==> config.mk <==
export PLATFORM = sky130hd
export DESIGN_NAME = dendrite_pulse_integrator
export DESIGN_NICKNAME = d
export VERILOG_FILES = /design/src/rtl/dpi_pkg.sv /design/src/rtl/dpi_lane.sv /design/src/rtl/dpi_merge.sv /design/src/rtl/dendrite_pulse_integrator.sv
export SDC_FILE = /design/constraint.sdc
export NUM_CORES = 2
export LEC_CHECK = 0
export BUFFER_PORTS_ARGS = -buffer_cell sky130_fd_sc_hd__buf_2
export CORE_AREA = 2 2 275 277
export CTS_CLUSTER_DIAMETER = 40
export CTS_CLUSTER_SIZE = 14
export DETAILED_ROUTE_END_ITERATION = 7
export DIE_AREA = 0 0 277 279
export PLACE_DENSITY = 0.68
export SYNTH_ARGS = -nofsm -noshare
export SYNTH_HDL_FRONTEND = slang
export SYNTH_HIERARCHICAL = 1
export SYNTH_SLANG_ARGS = --single-unit
==> constraint.sdc <==
create_clock -name i_clk -period 10.85 [get_ports i_clk]
set_input_delay 1.085 -clock i_clk [delete_from_list [all_inputs] [get_ports i_clk]]
set_output_delay 1.085 -clock i_clk [all_outputs]
set_load 0.1 [all_outputs]
==> src/rtl/dpi_pkg.sv <==
package dpi_pkg;

    // field and state widths
    localparam int MAG_W       = 15;
    localparam int LEN_W       = 8;
    localparam int RES_W       = 32;
    localparam int CONTRIB_W   = RES_W + 1;
    localparam int FLAGS_W     = 6;
    localparam int MASK_W      = 3;
    localparam int FLAG_LANES  = 3;
    localparam int DECAY_SHIFT = 7;

    // configuration port
    localparam int CFG_IDX_W  = 2;
    localparam int CFG_DATA_W = 15;

    // reset values of the configuration registers
    localparam logic [MAG_W-1:0] MAG_RESET = MAG_W'(20000);
    localparam logic [LEN_W-1:0] LEN_RESET = LEN_W'(20);

    // decay rounding term: 2^DECAY_SHIFT - 1
    localparam logic [RES_W:0] DECAY_ROUND = (CONTRIB_W)'((1 << DECAY_SHIFT) - 1);

    typedef enum logic [CFG_IDX_W-1:0] {
        REG_FIRST_MAG  = 2'd0,
        REG_SECOND_MAG = 2'd1,
        REG_THIRD_MAG  = 2'd2,
        REG_PULSE_LEN  = 2'd3
    } t_cfg_reg;

    // per-tick command to one lane
    typedef struct packed {
        logic step;
        logic ex;
        logic ih;
        logic decay;
    } t_lane_cmd;

    // lane state seen by the merge stage
    typedef struct packed {
        logic                        armed;
        logic signed [CONTRIB_W-1:0] contrib;
    } t_lane_out;

endpackage

==> src/rtl/dpi_lane.sv <==
module dpi_lane
    import dpi_pkg::*;
(
    input  logic             i_clk,
    input  logic             i_rst_n,
    input  t_lane_cmd        i_cmd,
    input  logic [MAG_W-1:0] i_magnitude,
    input  logic [LEN_W-1:0] i_pulse_length,
    output t_lane_out        o_status
);

    logic                    r_armed, n_armed;
    logic                    r_inh, n_inh;
    logic [LEN_W-1:0]        r_cnt, n_cnt;
    logic signed [RES_W-1:0] r_res, n_res;

    logic                    arm;
    logic                    inh1;
    logic                    armed1;
    logic [LEN_W-1:0]        cnt1;
    logic [LEN_W-1:0]        cnt2;
    logic signed [MAG_W:0]   smag_new;
    logic signed [RES_W:0]   res_sum;
    logic signed [RES_W-1:0] res2;
    logic [RES_W-1:0]        res_abs;
    logic [RES_W:0]          dec_wide;
    logic [RES_W-1:0]        dec_q;
    logic signed [RES_W-1:0] res_dec;
    logic signed [MAG_W:0]   smag_cur;

    // arm, count, fold into residual, decay
    always_comb begin
        arm    = i_cmd.ex | i_cmd.ih;
        armed1 = arm ? 1'b1 : r_armed;
        inh1   = arm ? i_cmd.ih : r_inh;
        cnt1   = arm ? '0 : r_cnt;
        cnt2   = cnt1 + LEN_W'(1);

        smag_new = inh1 ? -$signed({1'b0, i_magnitude}) : $signed({1'b0, i_magnitude});
        res_sum  = {r_res[RES_W-1], r_res} + CONTRIB_W'(smag_new);

        n_armed = armed1;
        n_inh   = inh1;
        n_cnt   = cnt1;
        res2    = r_res;
        if (armed1) begin
            if (cnt2 >= i_pulse_length) begin
                n_armed = 1'b0;
                n_cnt   = '0;
                if (res_sum[RES_W] != res_sum[RES_W-1]) begin
                    res2 = res_sum[RES_W] ? {1'b1, {(RES_W-1){1'b0}}}
                                          : {1'b0, {(RES_W-1){1'b1}}};
                end else begin
                    res2 = res_sum[RES_W-1:0];
                end
            end else begin
                n_cnt = cnt2;
            end
        end

        // times 127/128 toward zero: r -/+ ceil(|r| / 128)
        res_abs  = res2[RES_W-1] ? RES_W'(-res2) : RES_W'(res2);
        dec_wide = ({1'b0, res_abs} + DECAY_ROUND) >> DECAY_SHIFT;
        dec_q    = dec_wide[RES_W-1:0];
        res_dec  = res2[RES_W-1] ? res2 + $signed(dec_q) : res2 - $signed(dec_q);
        n_res    = i_cmd.decay ? res_dec : res2;
    end

    // lane state, advances once per accepted word
    always_ff @(posedge i_clk) begin
        if (!i_rst_n) begin
            r_armed <= 1'b0;
            r_inh   <= 1'b0;
            r_cnt   <= '0;
            r_res   <= '0;
        end else if (i_cmd.step) begin
            r_armed <= n_armed;
            r_inh   <= n_inh;
            r_cnt   <= n_cnt;
            r_res   <= n_res;
        end
    end

    // contribution of this lane to the potential
    always_comb begin
        smag_cur         = r_inh ? -$signed({1'b0, i_magnitude}) : $signed({1'b0, i_magnitude});
        o_status.armed   = r_armed;
        o_status.contrib = CONTRIB_W'(r_res)
                         + (r_armed ? CONTRIB_W'(smag_cur) : CONTRIB_W'(0));
    end

endmodule

==> src/rtl/dpi_merge.sv <==
module dpi_merge
    import dpi_pkg::*;
#(
    parameter int DENDRITES = 3
) (
    input  t_lane_out               i_lanes [DENDRITES],
    output logic signed [RES_W-1:0] o_potential,
    output logic [MASK_W-1:0]       o_armed_mask
);

    localparam int SUM_W = CONTRIB_W + $clog2(DENDRITES + 1);

    logic signed [SUM_W-1:0] sum;
    logic signed [SUM_W-1:0] max_pos;
    logic signed [SUM_W-1:0] min_neg;

    // sum the lanes and saturate
    always_comb begin
        sum = '0;
        for (int k = 0; k < DENDRITES; k++) begin
            sum = sum + SUM_W'(i_lanes[k].contrib);
        end
        max_pos = SUM_W'({1'b0, {(RES_W-1){1'b1}}});
        min_neg = -max_pos - SUM_W'(1);
        if (sum > max_pos) begin
            o_potential = {1'b0, {(RES_W-1){1'b1}}};
        end else if (sum < min_neg) begin
            o_potential = {1'b1, {(RES_W-1){1'b0}}};
        end else begin
            o_potential = sum[RES_W-1:0];
        end
    end

    // only the flagged dendrites show in the mask
    always_comb begin
        o_armed_mask = '0;
        for (int k = 0; k < MASK_W && k < DENDRITES; k++) begin
            o_armed_mask[k] = i_lanes[k].armed;
        end
    end

endmodule

==> src/rtl/dendrite_pulse_integrator.sv <==
// channel   | direction | handshake          | payload
// ----------+-----------+--------------------+------------------------------
// tick in   | input     | i_valid / o_ready  | i_pulse_flags, i_apply_decay
// result    | output    | o_valid / i_ready  | o_potential, o_armed_mask
// config    | input     | i_cfg_we           | i_cfg_index, i_cfg_data
//
// One word per cycle sustained while i_ready stays high.
// The lane state registers take the word, then the lane sum is registered.
// Reset is synchronous on i_rst_n and needs no clearing pass.
// With the result held, one more word is taken into the lane state; then
// o_ready drops until the held result leaves.
module dendrite_pulse_integrator
    import dpi_pkg::*;
#(
    parameter int DENDRITES = 3
) (
    input  logic                    i_clk,
    input  logic                    i_rst_n,
    input  logic                    i_valid,
    output logic                    o_ready,
    input  logic [FLAGS_W-1:0]      i_pulse_flags,
    input  logic                    i_apply_decay,
    output logic                    o_valid,
    input  logic                    i_ready,
    output logic signed [RES_W-1:0] o_potential,
    output logic [MASK_W-1:0]       o_armed_mask,
    input  logic                    i_cfg_we,
    input  logic [CFG_IDX_W-1:0]    i_cfg_index,
    input  logic [CFG_DATA_W-1:0]   i_cfg_data
);

    logic [MAG_W-1:0] r_mag [DENDRITES];
    logic [LEN_W-1:0] r_len;

    logic                    r_s1_valid;
    logic                    r_out_valid;
    logic signed [RES_W-1:0] r_potential;
    logic [MASK_W-1:0]       r_mask;

    logic                    accept;
    logic                    s1_move;
    t_lane_cmd               cmd [DENDRITES];
    t_lane_out               lanes [DENDRITES];
    logic signed [RES_W-1:0] sum_potential;
    logic [MASK_W-1:0]       sum_mask;
    t_cfg_reg                cfg_reg;

    assign cfg_reg = t_cfg_reg'(i_cfg_index);

    // configuration registers
    always_ff @(posedge i_clk) begin
        if (!i_rst_n) begin
            for (int k = 0; k < DENDRITES; k++) begin
                r_mag[k] <= MAG_RESET;
            end
            r_len <= LEN_RESET;
        end else if (i_cfg_we) begin
            unique case (cfg_reg)
                REG_FIRST_MAG, REG_SECOND_MAG, REG_THIRD_MAG: begin
                    for (int k = 0; k < DENDRITES; k++) begin
                        if (k < FLAG_LANES && i_cfg_index == CFG_IDX_W'(k)) begin
                            r_mag[k] <= i_cfg_data[MAG_W-1:0];
                        end
                    end
                end
                REG_PULSE_LEN: r_len <= i_cfg_data[LEN_W-1:0];
                default: ;
            endcase
        end
    end

    // flow control: lane state holds one pending word, then the output register
    assign s1_move = r_s1_valid && (!r_out_valid || i_ready);
    assign o_ready = !r_s1_valid || s1_move;
    assign accept  = i_valid && o_ready;

    // lanes
    for (genvar k = 0; k < DENDRITES; k++) begin : g_lane
        if (k < FLAG_LANES) begin : g_flagged
            always_comb begin
                cmd[k].step  = accept;
                cmd[k].decay = i_apply_decay;
                cmd[k].ex    = accept & i_pulse_flags[2*k];
                cmd[k].ih    = accept & i_pulse_flags[2*k+1];
            end
        end else begin : g_extra
            always_comb begin
                cmd[k].step  = accept;
                cmd[k].decay = i_apply_decay;
                cmd[k].ex    = 1'b0;
                cmd[k].ih    = 1'b0;
            end
        end

        dpi_lane u_lane (
            .i_clk          (i_clk),
            .i_rst_n        (i_rst_n),
            .i_cmd          (cmd[k]),
            .i_magnitude    (r_mag[k]),
            .i_pulse_length (r_len),
            .o_status       (lanes[k])
        );
    end

    // merge
    dpi_merge #(
        .DENDRITES (DENDRITES)
    ) u_merge (
        .i_lanes      (lanes),
        .o_potential  (sum_potential),
        .o_armed_mask (sum_mask)
    );

    // pipeline valids and output register
    always_ff @(posedge i_clk) begin
        if (!i_rst_n) begin
            r_s1_valid  <= 1'b0;
            r_out_valid <= 1'b0;
        end else begin
            if (accept) begin
                r_s1_valid <= 1'b1;
            end else if (s1_move) begin
                r_s1_valid <= 1'b0;
            end
            if (s1_move) begin
                r_out_valid <= 1'b1;
            end else if (i_ready) begin
                r_out_valid <= 1'b0;
            end
        end
    end

    always_ff @(posedge i_clk) begin
        if (s1_move) begin
            r_potential <= sum_potential;
            r_mask      <= sum_mask;
        end
    end

    assign o_valid      = r_out_valid;
    assign o_potential  = r_potential;
    assign o_armed_mask = r_mask;

endmodule

## Word level (Yosys, flattened, before mapping)

Memories as Yosys holds them, arrays and structs flattened.
Cells that the tools add are included.

| word-level totals | value |
|---|---|
| bits in registers | 171 |
| memory bits (writable) | 45 |
| input port bits | 29 |
| logic and storage cells | 153 |
| memories kept | 1 |

Memory list:

| name | depth | width | rd ports | clocked after Yosys merged registers in | write ports | RTL line | RTL |
|---|---|---|---|---|---|---|---|
| r_mag | 3 | 15 | 3 | 0 | 3 | dendrite_pulse_integrator.sv:32 | `logic [MAG_W-1:0] r_mag [DENDRITES];` |

| cells by class | value |
|---|---|
| add/sub/neg operators | 26 |
| $lt $le $gt $ge | 5 |
| equal/unequal tests | 6 |
| multiplexer cells | 75 |
| bitwise gates (word level) | 12 |
| reductions and logical operators | 11 |

Operators with widths:

| operator | number |
|---|---|
| $mux 32 | 22 |
| $add 32x16->33 | 3 |
| $add 32x33->33 | 3 |
| $add 32x7->33 const B | 3 |
| $mux 33 | 3 |
| $add 32x27->32 | 3 |
| $mux 16 | 6 |
| $neg 32->32 | 3 |
| $sub 32x27->32 | 3 |
| $mux 8 | 9 |
| $neg 15->16 | 3 |
| $mux 15 | 3 |
| $add 34x33->35 | 1 |
| $gt 35x32->1 const B | 1 |
| $lt 35x32->1 const B | 1 |
| $add 33x33->34 | 1 |
| $mux 1 | 32 |
| $add 8x1->8 const B | 3 |
| $ge 8x8->1 | 3 |
| $and 1x1->1 | 6 |
| $or 1x1->1 | 6 |
| $eq 2x2->1 const B | 2 |
| $reduce_bool 2->1 | 2 |
| $ne 1x1->1 | 3 |
| 7 further kinds | 10 |

## Longest topological paths before layout

| logic depth | value |
|---|---|
| depth in word-level cells | 20 |
| depth in mapped cells | 54 |

## Hierarchy

The synthesis kept the hierarchy.

Modules (own cells, without submodules):

| module | instances | cells each | area each (um^2) | seq. area each (um^2) |
|---|---|---|---|---|
| dpi_lane (g_lane[1].u_lane) | 1 | 1,480 | 10,367.4 | 840.8 |
| dpi_lane (g_lane[2].u_lane) | 1 | 1,462 | 10,253.6 | 840.8 |
| dpi_lane (g_lane[0].u_lane) | 1 | 1,475 | 10,243.6 | 840.8 |
| dendrite_pulse_integrator | 1 | 158 | 3,069.2 | 2,602.5 |
| dpi_merge | 1 | 329 | 2,800.2 | 0.0 |

## Worst setup path before layout

OpenSTA, ideal clock, no wires.

| timing path | value |
|---|---|
| path kind | reg2reg |
| from | memory r_mag[0][0] |
| to | register g_lane[0].u_lane.r_res[31] |
| arrival time | 10,611 ps |
| setup slack | 107 ps |
| stages on the path, launching flop included | 49 |
| buffers on the path | 4 |
| clock period less this slack | 10,743 ps |
| cell sequence | edfxtp_1 or3_1 or3_1 or3_1 or3_1 or3_1 or3_1 nor3_1 nor2_1 ha_1 a21o_1 a21o_1 a21oi_1 o21ai_0 and4_1 buf_4 nor2_2 buf_2 (+13 left out) buf_2 or4_1 o32ai_1 a21oi_1 xor2_1 ha_1 o31a_1 a31oi_1 a21oi_1 a41o_1 o41a_1 a41o_1 o211a_1 nand2_1 a21oi_1 and4_1 o21ai_1 a21oi_1 |

RTL lines:

| element | RTL line | RTL |
|---|---|---|
| from (decl) | dendrite_pulse_integrator.sv:32 |  |
| to (signal assigned) | dpi_lane.sv:80 | `r_res <= n_res;` |
| to (decl) | dpi_lane.sv:15 | `logic signed [RES_W-1:0] r_res, n_res;` |

==> metrics.txt <==
run status=complete, no violations; RSZ-0062 raised after global routing=yes; HP Class=flop to flop; Rows=100; Finished Layout Cells=6391; IO Pins=66; Synth area leader=ha_1; Setup crit end kind=flop; die height=~280 um; final setup vio count=0; Fin Clk Skew=~87 ps; top_reg_cell synth=dfxtp_1; Placed Cells=just over 6000; CP max stage delay=between 400 and 500 ps; core area=0.0741 sq mm; drt total wl=127000 um; Final min period=between 10000 and 15000 ps; most frequent cells in the layout=545 x buf_4, 491 x nor2_1, 412 x nand2_1, 340 x a21oi_1, 324 x ha_1; Die Span X=between 200 and 300 um; Total GRT Usage=30.7%; number of port buffers=65; sequential share of the synthesized area=about 14%; Worst VDD drop=roughly 0.23 mV; H-tree depth=2; CP max stage cell=edfxtp_1; Worst Tran Pin Value=1250 ps; Synth-to-Final Area Change=22.7%; via count=about 40000; crit share post-route=a little over nine tenths; commonest non-fill, non-tap cell in the layout=buf_4; drt first pass iters=8; Nets=slightly below 6000; register area=between 0.005 and 0.006 sq mm; Fin. Hold Viols=0; crit-path most repeated cell=buf_4; post-synthesis net count=5330; leakage power figure=19.7 nW; Synth top area share=between 10% and 20%; Gate Count Post-Synth=4904; Netlist Area Pre-Place=roughly 0.037 sq mm; number of synthesized register bits=216; Post-synth EDFFs=80; Ys Warns=6; DRC viols=0; largest net degree at the start of global routing=slightly above 100; number of global-route vias before repair=between 30000 and 40000; WP data required=11290 ps; fmax=93.6 MHz; pwr/cell area=approximately 220 mW/mm^2; initial core utilization=around half; Final Util=around three fifths; RD Place Congestion=0.992; Async S/R FF share, synth=0%; final slew viol count=0; Slew Limit Headroom=16.7%; critical path peak fanout=8; HPWL Detailed=99300 um; CP Class=flop to flop; Sink Count=between 200 and 250; CTS tree=built; GR Overflow Total=0; Num CTS Buffers=44; total power=around 0.0098 W; die area=0.0773 sq mm; Yosys cell types=147; global-route wire length before repair=194000 um; clk root buf=clkbuf_16; diodes inserted=0; Worst EP arrival=about 11000 ps; clk slew on worst S/H paths=~60 ps; startpoint type of the worst setup path=flop; Post-Syn Area per Cell=between 7 and 8 sq um; drt via density=6.18; Sum Neg Setup Slack=0 ps; mean routed wirelength per cell=between 15 and 20 um; multi-input logic area=~0.031 sq mm; filler instances=~6700; Max-Cap Viols=0; Worst-Skew Late Latency=620 ps; ratio of cells with drive above 1 in the final layout=between 20% and 30%; Post-CTS Hold Buffers=0; Antenna Nets Post-Route=0; Max Buffers Root-to-Sink=3; top post-synthesis cells by area=ha_1 12%, xnor2_1 7.7%, dfxtp_1 7.4%; initial antenna violation count=0; Iter 0 DRT Violations=about 3700
critical path: cells and delay by family (launching register included):
kind	cells	cell delay [ps]
buffers and inverters	7	1120
adders and majority gates	3	840
DFF	1	430
AOI/OAI and AO/OA	23	5310
xor gates and xnor gates	2	320
and+or+nand+nor	12	2490
metrics by stage:
step                instance area (sq um)  hold WS [ps]  setup slack (ps)
finish                              45100           462               170
global route                        45100           483              -304
CTS                                 42900           464              8.01
detailed placement                  41200           457              -315
global placement                    41200           452              -247
floorplan                           36700           444               107
synth_stat cells (all sizes together) (12+ instances only):
cell       n
a21o     119
a21oi    387
o21bai    32
nand4     54
and2      78
o31ai     51
nor4      36
a41oi     24
edfxtp    80
o31a      12
mux2i     42
nand3    133
clkbuf   127
a211oi    96
xnor2    323
nor3     138
o41ai     19
o21ai    330
a2111oi   20
or3       62
xor2     162
nor2     512
inv      223
nand2    426
o21a      60
a31oi     90
ha       354
buf       76
a31o      17
or2       51
a311oi    15
and3      53
a211o     31
dfxtp    136
a22oi     14
o211a     30
and4      24
o22ai     20
a21boi    18
o211ai    93
nand2b    39
nor2b     55
fa        43
worst paths after layout:
kind,slack (ps),end,from,cells past startpoint
min reg2reg,460,g_lane[0].u_lane/r_cnt[7],g_lane[0].u_lane/r_cnt[7],2
max,170,g_lane[1].u_lane/r_res[31],r_mag[0][16],47
max reg2reg,170,g_lane[1].u_lane/r_res[31],r_mag[0][16],47
min,460,g_lane[0].u_lane/r_cnt[7],g_lane[0].u_lane/r_cnt[7],2
routing by layer:
metal	up-vias	wire, um	GRT usage [%]
met1	18600	56200	42.3
li1	19200	-	-
met5	-	0	0
met4	0	4160	9.04
met2	1463	57500	50.0
met3	272	8810	3.85
power breakdown:
group	internal, W	leakage, nW	switching, W
Clock	0.000815	0.738	0.000580
Sequential	0.00103	1.89	0.000202
Combinational	0.00298	17.0	0.00421
registers in the layout (all words and copies together) (netlist names):
signal and cells:
g_lane.u_lane/r_cnt 24, r_len 8, g_lane.u_lane/r_armed 3, g_lane.u_lane/r_res 96
o_armed_mask 3, o_valid 1, g_lane.u_lane/r_inh 3, o_potential 32
r_s1_valid 1, r_mag 45
logic make-up after synthesis:
family / after synthesis / synth area share, %
simple gates: 1731 / 23.5
xor+xnor: 485 / 11.6
fa+ha+maj: 401 / 14.5
mux: 47 / 1.30
flops: 216 / 14.0
compound gates: 1594 / 30.2
buf+inv: 430 / 4.97
what timing repair did:
action	in CTS	in global routing
setup buffers	7	74
setup endpoints to repair	15	38
endpoints found under the hold margin	0	0
gates cloned	0	2
resized for setup	26	335
pin swaps	12	182
layout make-up:
cell class	count	area share, %
clock inverters	35	0.947
multi-input cells	4258	69.9
well taps	969	2.69
clock buffers	47	2.47
inverters	227	1.91
repair buffers	639	10.7
flip-flops and latches	216	11.4
Power figures use the tool's default switching activity.
